==> src/rtl/core/gda_pkg.sv <==
// ============================================================================
// gda_pkg
// Types, constants and the month-length function for the Gregorian date adder.
// ============================================================================
package gda_pkg;

	localparam int DAY_W   = 5;
	localparam int MONTH_W = 4;
	localparam int YEAR_W  = 14;
	localparam int ADD_W   = 15;
	// Running day count: start day + a full year + the largest count fits in 16 bits.
	localparam int REM_W   = 16;

	localparam logic [MONTH_W-1:0] JANUARY  = 4'd1;
	localparam logic [MONTH_W-1:0] FEBRUARY = 4'd2;
	localparam logic [MONTH_W-1:0] DECEMBER = 4'd12;

	// Leap rule constants (years taken modulo the 400-year cycle).
	localparam logic [YEAR_W-1:0] YEAR_CYCLE  = 14'd400;
	localparam logic [YEAR_W-1:0] CENTURY_1   = 14'd100;
	localparam logic [YEAR_W-1:0] CENTURY_2   = 14'd200;
	localparam logic [YEAR_W-1:0] CENTURY_3   = 14'd300;
	localparam logic [YEAR_W-1:0] CYCLE_LAST  = 14'd399;
	localparam logic [YEAR_W-1:0] YEAR_MAX    = 14'h3FFF;

	localparam logic [DAY_W-1:0] FEB_LEAP_LEN = 5'd29;

	localparam logic [DAY_W-1:0] MONTH_LEN [12] = '{
		5'd31, 5'd28, 5'd31, 5'd30, 5'd31, 5'd30,
		5'd31, 5'd31, 5'd30, 5'd31, 5'd30, 5'd31
	};

	typedef struct packed {
		logic [DAY_W-1:0]   start_day;
		logic [MONTH_W-1:0] start_month;
		logic [YEAR_W-1:0]  start_year;
		logic [ADD_W-1:0]   days_to_add;
	} in_item_t;

	typedef struct packed {
		logic [DAY_W-1:0]   end_day;
		logic [MONTH_W-1:0] end_month;
		logic [YEAR_W-1:0]  end_year;
	} out_item_t;

	typedef enum logic [2:0] {
		S_IDLE,
		S_MOD,
		S_SUM,
		S_WALK,
		S_DONE
	} state_t;

	// Length of a month; months outside January..December have no days.
	function automatic logic [DAY_W-1:0] month_length(
		input logic [MONTH_W-1:0] m,
		input logic               leap
	);
		logic [DAY_W-1:0] len;
		len = '0;
		if (m == FEBRUARY) begin
			len = leap ? FEB_LEAP_LEN : MONTH_LEN[1];
		end else if (m >= JANUARY && m <= DECEMBER) begin
			len = MONTH_LEN[m - JANUARY];
		end
		return len;
	endfunction

endpackage

==> src/rtl/core/gda_if.sv <==
// ============================================================================
// gda_if
// Valid/ready channels carrying date items into and out of the adder.
// ============================================================================
interface gda_in_if import gda_pkg::*; ();
	logic     valid;
	logic     ready;
	in_item_t payload;

	modport source (output valid, output payload, input ready);
	modport sink   (input valid, input payload, output ready);
endinterface

interface gda_out_if import gda_pkg::*; ();
	logic      valid;
	logic      ready;
	out_item_t payload;

	modport source (output valid, output payload, input ready);
	modport sink   (input valid, input payload, output ready);
endinterface

==> src/rtl/core/gregorian_date_add_days_top.sv <==
// ============================================================================
// gregorian_date_add_days_top
// Adds a day count to a Gregorian date with a month-by-month walk.
// ============================================================================
// Each accepted item runs through S_MOD (year modulo 400), S_SUM (the months
// before the start month) and S_WALK (the month walk) to S_DONE.
// Throughput: one item at a time; the month walk through one shared
// add/subtract unit sets the rate. The next item is taken once the result left.
// Reset: arst_n clears the sequencer to idle at once; no clearing pass.

module gregorian_date_add_days_top import gda_pkg::*; (
	input  logic      clk,
	input  logic      arst_n,
	gda_in_if.sink    req,
	gda_out_if.source res
);

	state_t state_q, state_d;

	// Working registers. rem_q holds the running day count, ymod_q the year
	// modulo 400 (first as a remainder being reduced, then tracked with the year).
	logic [REM_W-1:0]   rem_q;
	logic [MONTH_W-1:0] month_q;
	logic [MONTH_W-1:0] start_month_q;
	logic [MONTH_W-1:0] cnt_q;
	logic [YEAR_W-1:0]  year_q;
	logic [YEAR_W-1:0]  ymod_q;

	logic               leap;
	logic [MONTH_W-1:0] len_month;
	logic [DAY_W-1:0]   len;
	logic [REM_W-1:0]   len_ext;
	logic               alu_sub;
	logic [REM_W-1:0]   alu_out;
	logic               walk_more;
	logic               mod_done;
	logic               sum_done;

	// Leap test on the year within its 400-year cycle. Since 400 is a
	// multiple of four, the low two bits still give divisibility by four.
	assign leap = (ymod_q == '0) ||
		((ymod_q[1:0] == 2'b00) && (ymod_q != CENTURY_1) &&
		 (ymod_q != CENTURY_2) && (ymod_q != CENTURY_3));

	// The shared unit: one month-length lookup feeding one adder/subtractor.
	// While summing the months before the start month it adds; during the
	// walk it subtracts the current month's length.
	assign len_month = (state_q == S_SUM) ? cnt_q : month_q;
	assign len       = month_length(len_month, leap);
	assign len_ext   = REM_W'(len);
	assign alu_sub   = (state_q == S_WALK);
	assign alu_out   = alu_sub ? (rem_q - len_ext) : (rem_q + len_ext);

	assign walk_more = (rem_q > len_ext);
	assign mod_done  = (ymod_q < YEAR_CYCLE);
	assign sum_done  = (cnt_q >= start_month_q);

	// Next-state logic.
	always_comb begin
		state_d = state_q;
		case (state_q)
			S_IDLE: begin
				if (req.valid) state_d = S_MOD;
			end
			S_MOD: begin
				if (mod_done) state_d = S_SUM;
			end
			S_SUM: begin
				if (sum_done) state_d = S_WALK;
			end
			S_WALK: begin
				if (!walk_more) state_d = S_DONE;
			end
			S_DONE: begin
				if (res.ready) state_d = S_IDLE;
			end
			default: state_d = S_IDLE;
		endcase
	end

	// Handshake outputs. The result registers hold still through S_DONE.
	always_comb begin
		req.ready = (state_q == S_IDLE);
		res.valid = (state_q == S_DONE);
		res.payload.end_day   = rem_q[DAY_W-1:0];
		res.payload.end_month = month_q;
		res.payload.end_year  = year_q;
	end

	always_ff @(posedge clk or negedge arst_n) begin
		if (!arst_n) begin
			state_q <= S_IDLE;
		end else begin
			state_q <= state_d;
		end
	end

	// Datapath registers.
	always_ff @(posedge clk) begin
		case (state_q)
			S_IDLE: begin
				if (req.valid) begin
					// Day and count are summed up front; only the months remain.
					rem_q         <= REM_W'(req.payload.start_day) +
						REM_W'(req.payload.days_to_add);
					start_month_q <= req.payload.start_month;
					year_q        <= req.payload.start_year;
					ymod_q        <= req.payload.start_year;
					cnt_q         <= JANUARY;
					month_q       <= JANUARY;
				end
			end
			S_MOD: begin
				// Reduce the year modulo 400 by repeated subtraction.
				if (!mod_done) ymod_q <= ymod_q - YEAR_CYCLE;
			end
			S_SUM: begin
				if (!sum_done) begin
					rem_q <= alu_out;
					cnt_q <= cnt_q + 4'd1;
				end
			end
			S_WALK: begin
				if (walk_more) begin
					rem_q <= alu_out;
					if (month_q == DECEMBER) begin
						month_q <= JANUARY;
						year_q  <= year_q + 14'd1;
						// The 14-bit year wraps to zero, which starts a new cycle.
						if (year_q == YEAR_MAX || ymod_q == CYCLE_LAST) begin
							ymod_q <= '0;
						end else begin
							ymod_q <= ymod_q + 14'd1;
						end
					end else begin
						month_q <= month_q + 4'd1;
					end
				end
			end
			S_DONE: begin
			end
			default: begin
			end
		endcase
	end

endmodule

==> src/flat_wrapper.sv <==
// flat-port wrapper written by rule: the top's interface ports become plain ports
module gregorian_date_add_days_top_flat import gda_pkg::*;
  (clk, arst_n, req_valid, req_payload, req_ready, res_valid, res_payload, res_ready);
  gda_in_if req_i ();
  gda_out_if res_i ();
  input  logic clk;
  input  logic arst_n;
  input wire logic [$bits(req_i.valid)-1:0] req_valid;
  input wire logic [$bits(req_i.payload)-1:0] req_payload;
  output wire logic [$bits(req_i.ready)-1:0] req_ready;
  output wire logic [$bits(res_i.valid)-1:0] res_valid;
  output wire logic [$bits(res_i.payload)-1:0] res_payload;
  input wire logic [$bits(res_i.ready)-1:0] res_ready;
  assign req_i.valid = req_valid;
  assign req_i.payload = req_payload;
  assign req_ready = req_i.ready;
  assign res_valid = res_i.valid;
  assign res_payload = res_i.payload;
  assign res_i.ready = res_ready;
  gregorian_date_add_days_top u_core (.clk(clk), .arst_n(arst_n), .req(req_i), .res(res_i));
endmodule
==> config.mk <==
export PLATFORM = sky130hd
export DESIGN_NAME = gregorian_date_add_days_top_flat
export DESIGN_NICKNAME = d
export VERILOG_FILES = /design/src/rtl/core/gda_pkg.sv /design/src/rtl/core/gda_if.sv /design/src/rtl/core/gregorian_date_add_days_top.sv /design/src/flat_wrapper.sv
export SDC_FILE = /design/constraint.sdc
export NUM_CORES = 1
export LEC_CHECK = 0
export ABC_CLOCK_PERIOD_IN_PS = 4700
export BUFFER_PORTS_ARGS = -buffer_cell sky130_fd_sc_hd__buf_2
export CAP_MARGIN = 10
export CORE_MARGIN = 4
export CORE_UTILIZATION = 53
export DETAILED_ROUTE_END_ITERATION = 16
export PLACE_DENSITY = 0.74
export RECOVER_POWER = 100
export SYNTH_ARGS = -nofsm -noshare
export SYNTH_HDL_FRONTEND = slang
export SYNTH_SLANG_ARGS = --single-unit
==> constraint.sdc <==
create_clock -name clk -period 4.7 [get_ports clk]
set_clock_uncertainty 0.15 [all_clocks]
set_input_delay 0.235 -clock clk [delete_from_list [all_inputs] [get_ports clk]]
set_output_delay 0.235 -clock clk [all_outputs]
set_load 0.05 [all_outputs]
==> flow_results.xml <==
<?xml version="1.0" encoding="UTF-8"?>
<metrics>
  <group name="grt">
    <metric name="grt.overflow.total" unit="">0</metric>
    <metric name="number_of_antenna_violations_at_the_first_check_in_global_routing" unit="">0</metric>
    <metric name="grt_pass1_vias" unit="">4111</metric>
    <metric name="grt_util_all_layers" unit="%">23.8</metric>
    <metric name="grt_max_degree" unit="">32</metric>
    <metric name="grt_pass1_wl" unit="µm">19700</metric>
  </group>
  <group name="timing">
    <metric name="slew_headroom" unit="%">23.1</metric>
    <metric name="portion_of_the_clock_cycle_consumed_by_the_worst_path_in_the_final_layout" unit="%">91.0</metric>
    <metric name="final_hold_violation_count" unit="">0</metric>
    <metric name="maxClockFrequency" unit="MHz">234</metric>
    <metric name="final_setup_viols" unit="">0</metric>
    <metric name="rsz0062_at_grt" unit="">false</metric>
    <metric name="min_period" unit="ps">4280</metric>
    <metric name="tightest_slew" unit="ps">1150</metric>
    <metric name="slew_violations" unit="">0</metric>
    <metric name="fin_tns_setup" unit="ps">0</metric>
    <metric name="timing.hold.ws" unit="ps">50.5</metric>
  </group>
  <group name="synth">
    <metric name="netlist-cell-type-count" unit="">63</metric>
    <metric name="post_synth_main_area_contributors" unit="">sky130_fd_sc_hd__edfxtp_1, sky130_fd_sc_hd__ha_1, sky130_fd_sc_hd__xnor2_1, sky130_fd_sc_hd__o21ai_0, sky130_fd_sc_hd__nand2_1</metric>
    <metric name="synth_async_sr_flop_share" unit="%">5.08</metric>
    <metric name="yosysTopAreaCell" unit="">sky130_fd_sc_hd__edfxtp_1</metric>
    <metric name="syn_area_per_cell" unit="µm²">8.90</metric>
    <metric name="synthesis.instances" unit="">539</metric>
    <metric name="synth_seq_cells" unit="">59</metric>
    <metric name="synth_edf_count" unit="">56</metric>
    <metric name="synth_top_area_share" unit="%">35.0</metric>
    <metric name="synth_ff_type" unit="">sky130_fd_sc_hd__edfxtp_1</metric>
    <metric name="seq_area_frac_synth" unit="%">36.6</metric>
    <metric name="yosysWarnings" unit="">0</metric>
    <metric name="synth.net_count" unit="">614</metric>
    <metric name="cell_area_synth" unit="mm²">0.00480</metric>
  </group>
  <group name="worst_setup_path">
    <metric name="timing.setup.critical_path_class" unit="">reg2reg</metric>
    <metric name="worst_r2r_startpoint" unit="">u_core.ymod_q[5]</metric>
    <metric name="critical_path_max_stage_delay" unit="ps">480</metric>
    <metric name="cp_top_family" unit="">compound AO/OA/AOI/OAI gates</metric>
    <metric name="critPathLaunchType" unit="">flop</metric>
    <metric name="critical_path_required" unit="ps">4540</metric>
    <metric name="path_cells" unit="">inv_1 &gt; ha_1 &gt; nand4b_1 &gt; a211o_1 &gt; a221oi_1 &gt; o31a_1 &gt; o21ai_0 &gt; ha_1 &gt; inv_1 &gt; fa_1 &gt; nand2b_1 &gt; a221oi_2 &gt; o21ai_0 &gt; nand2_1 &gt; nand2_1 &gt; a221oi_2 &gt; clkbuf_2</metric>
    <metric name="crit_path_start" unit="">u_core.ymod_q[5]</metric>
    <metric name="cp-end-kind" unit="">flop</metric>
    <metric name="cp_arrival" unit="ps">4120</metric>
    <metric name="critical-path-slowest-cell" unit="">sky130_fd_sc_hd__edfxtp_1</metric>
    <metric name="worstPathMaxFanout" unit="">16</metric>
    <metric name="worstPathBufferInverterCount" unit="">3</metric>
  </group>
  <group name="die">
    <metric name="core_area" unit="mm²">0.00876</metric>
    <metric name="die_w" unit="µm">103</metric>
    <metric name="io_pins" unit="">67</metric>
    <metric name="die_h" unit="µm">103</metric>
    <metric name="initial_utilization" unit="%">54.8</metric>
    <metric name="die-area" unit="mm²">0.0106</metric>
    <metric name="count_of_standard_cell_rows" unit="">34</metric>
  </group>
  <group name="clock_network">
    <metric name="ctsRootBufferMaster" unit="">sky130_fd_sc_hd__clkbuf_8</metric>
    <metric name="path_clk_slew" unit="ps">70</metric>
    <metric name="max-clock-path-buffers" unit="">2</metric>
    <metric name="clk_sink_count" unit="">59</metric>
    <metric name="clock_latency" unit="ps">340</metric>
    <metric name="cts_tree" unit="">done</metric>
    <metric name="htreeDepth" unit="">3</metric>
    <metric name="cts-buffers-inserted" unit="">9</metric>
  </group>
  <group name="finish">
    <metric name="layoutNonFillerInstCount" unit="">723</metric>
    <metric name="layout.nets" unit="">685</metric>
    <metric name="num-fill-cells" unit="">780</metric>
    <metric name="finish.instance_area" unit="mm²">0.00550</metric>
    <metric name="area_growth_syn_to_layout" unit="%">14.5</metric>
    <metric name="drive_gt1_share" unit="%">12.4</metric>
    <metric name="diodes_inserted" unit="">0</metric>
  </group>
  <group name="detailed_routing">
    <metric name="drt-wirelength-per-cell" unit="µm">16.9</metric>
    <metric name="num_vias" unit="">4232</metric>
    <metric name="first_iter_violations" unit="">252</metric>
    <metric name="wl_met3" unit="µm">601</metric>
    <metric name="top_layer_used" unit="">met4</metric>
    <metric name="firstDrtPassIters" unit="">4</metric>
    <metric name="route.detailed.drc" unit="">0</metric>
    <metric name="vias_per_cell" unit="">5.85</metric>
    <metric name="detail_route.wirelength" unit="µm">12200</metric>
    <metric name="wl_met1" unit="µm">5490</metric>
    <metric name="final_antenna_violating_net_count" unit="">0</metric>
    <metric name="detailroute.wirelength.met2" unit="µm">5850</metric>
  </group>
  <group name="power_and_ir_drop">
    <metric name="vdd_drop_max" unit="mV">0.340</metric>
    <metric name="overall_power_consumption" unit="W">0.00464</metric>
    <metric name="pwr_density_cell" unit="mW/mm²">845</metric>
    <metric name="power_leakage" unit="nW">2.17</metric>
  </group>
  <group name="placement">
    <metric name="buffer_ports.inserted" unit="">66</metric>
    <metric name="postPlaceCellArea" unit="mm²">0.00526</metric>
    <metric name="gp_congestion" unit="">0.896</metric>
    <metric name="dp.final_hpwl" unit="µm">9500</metric>
    <metric name="place_inst" unit="">701</metric>
  </group>
  <group name="hold_path">
    <metric name="hp-class" unit="">in2reg</metric>
    <metric name="holdCritStartpoint" unit="">req_payload[28]</metric>
  </group>
  <group name="job">
    <metric name="maxCapViolCount" unit="">0</metric>
  </group>
  <group name="outcome">
    <metric name="status" unit="">finished, final reports clean</metric>
  </group>
</metrics>
## metrics by stage
stage               setup slack, ps  util, %
floorplan                       366        -
global placement                374     60.1
detailed placement              242     60.1
CTS                             202     63.4
global route                    120     62.7
finish                          422     62.7
## registers in the layout (all words and copies together), names as in the netlist
register / cells
u_core.cnt_q: 4
u_core.ymod_q: 14
u_core.state_q: 3
u_core.start_month_q: 4
u_core.year_q: 14
u_core.rem_q: 16
u_core.month_q: 4
## worst reg2reg max path, stage by stage (launching register included)
cell and delay [ps]:
sky130_fd_sc_hd__edfxtp_1 480, sky130_fd_sc_hd__inv_1 120, sky130_fd_sc_hd__ha_1 170, sky130_fd_sc_hd__nand4b_1 100, sky130_fd_sc_hd__a211o_1 260, sky130_fd_sc_hd__a221oi_1 310, sky130_fd_sc_hd__o31a_1 160, sky130_fd_sc_hd__o21ai_0 120
sky130_fd_sc_hd__ha_1 220, sky130_fd_sc_hd__inv_1 70, sky130_fd_sc_hd__fa_1 210, sky130_fd_sc_hd__nand2b_1 100, sky130_fd_sc_hd__a221oi_2 290, sky130_fd_sc_hd__o21ai_0 160, sky130_fd_sc_hd__nand2_1 150, sky130_fd_sc_hd__nand2_1 100
sky130_fd_sc_hd__a221oi_2 300, sky130_fd_sc_hd__clkbuf_2 440
## power by group
| group | switching [W] | internal (W) |
|---|---|---|
| combinational | 0.00178 | 0.000956 |
| clock | 0.000204 | 0.000349 |
| sequential | 0.000330 | 0.00102 |
| total | 0.00231 | 0.00233 |
## final timing paths
kind                                endpoint  slack, ps  depth (start not counted)
hold reg to reg            u_core.state_q[1]        480                          2
max in group asynchronous  u_core.state_q[2]       4110                          2
hold / removal             u_core.year_q[13]         50                          3
setup reg to reg            u_core.rem_q[13]        420                         17
setup / recovery            u_core.rem_q[13]        420                         17
min in group asynchronous  u_core.state_q[0]        100                          2
## cells by family after synthesis
kind of cell | share of synthesized area, %
xor+xnor | 10.2
buf+inv | 4.95
flops | 36.6
mux | 1.25
fa+ha+maj | 9.07
compound gates | 16.6
simple gates | 21.3
## layout make-up
class | count | area, µm² | share of cell area, %
Timing Repair Buffer | 89 | 457 | 8.31
Tap cell | 108 | 135 | 2.46
Sequential cell | 59 | 1760 | 32.0
Multi-Input combinational cell | 424 | 2810 | 51.2
Clock buffer | 10 | 128 | 2.32
Inverter | 27 | 101 | 1.84
Clock inverter | 6 | 104 | 1.89
## timing repair
action | in CTS | in global routing
setup endpoints to repair | 0 | 14
resized for setup | 0 | 1
hold buffers | 6 | 0
hold endpoints to repair | 8 | 0
buffers inserted | 0 | 0
## cells in the final DEF, fill, tap and decap left out, types with 5 or more instances in the layout
master and instances:
sky130_fd_sc_hd__o21ai_0 50, sky130_fd_sc_hd__dlygate4sd3_1 6, sky130_fd_sc_hd__nor2_1 31, sky130_fd_sc_hd__xor2_1 21
sky130_fd_sc_hd__and3_1 17, sky130_fd_sc_hd__a22oi_1 7, sky130_fd_sc_hd__nand2_1 59, sky130_fd_sc_hd__nand2b_1 11
sky130_fd_sc_hd__ha_1 30, sky130_fd_sc_hd__nand3_1 22, sky130_fd_sc_hd__clkbuf_1 34, sky130_fd_sc_hd__clkbuf_8 9
sky130_fd_sc_hd__a211oi_1 5, sky130_fd_sc_hd__inv_1 27, sky130_fd_sc_hd__o22ai_1 6, sky130_fd_sc_hd__edfxtp_1 56
sky130_fd_sc_hd__buf_4 9, sky130_fd_sc_hd__buf_2 40, sky130_fd_sc_hd__a21oi_1 22, sky130_fd_sc_hd__and4_1 5
sky130_fd_sc_hd__mux2i_1 6, sky130_fd_sc_hd__xnor2_1 35, sky130_fd_sc_hd__nor3_1 19, sky130_fd_sc_hd__nand4_1 8
sky130_fd_sc_hd__a21o_1 9
## routing by layer
layer / vias up / track usage [%]
met1: 1988 / 30.7
met5: - / 0
met4: 0 / 9.66
met3: 21 / 4.74
li1: 2104 / -
met2: 119 / 39.3
## cells in the mapped netlist (all sizes together), types with 3 or more instances
master and instances:
and2 5, nand4 8, edfxtp 56, ha 30
nor2b 5, nor2 33, mux2i 6, xnor2 35
and4 5, o21ai 50, buf 13, nor3 20
o22ai 6, a31oi 3, inv 27, a211oi 5
or3 5, nand2 59, and3 17, fa 3
nand2b 11, nor4 4, a22oi 7, xor2 21
clkbuf 16, a21oi 23, a221oi 3, dfrtp 3
nand3 22, a21o 9
(Power assumes the default switching activity.)
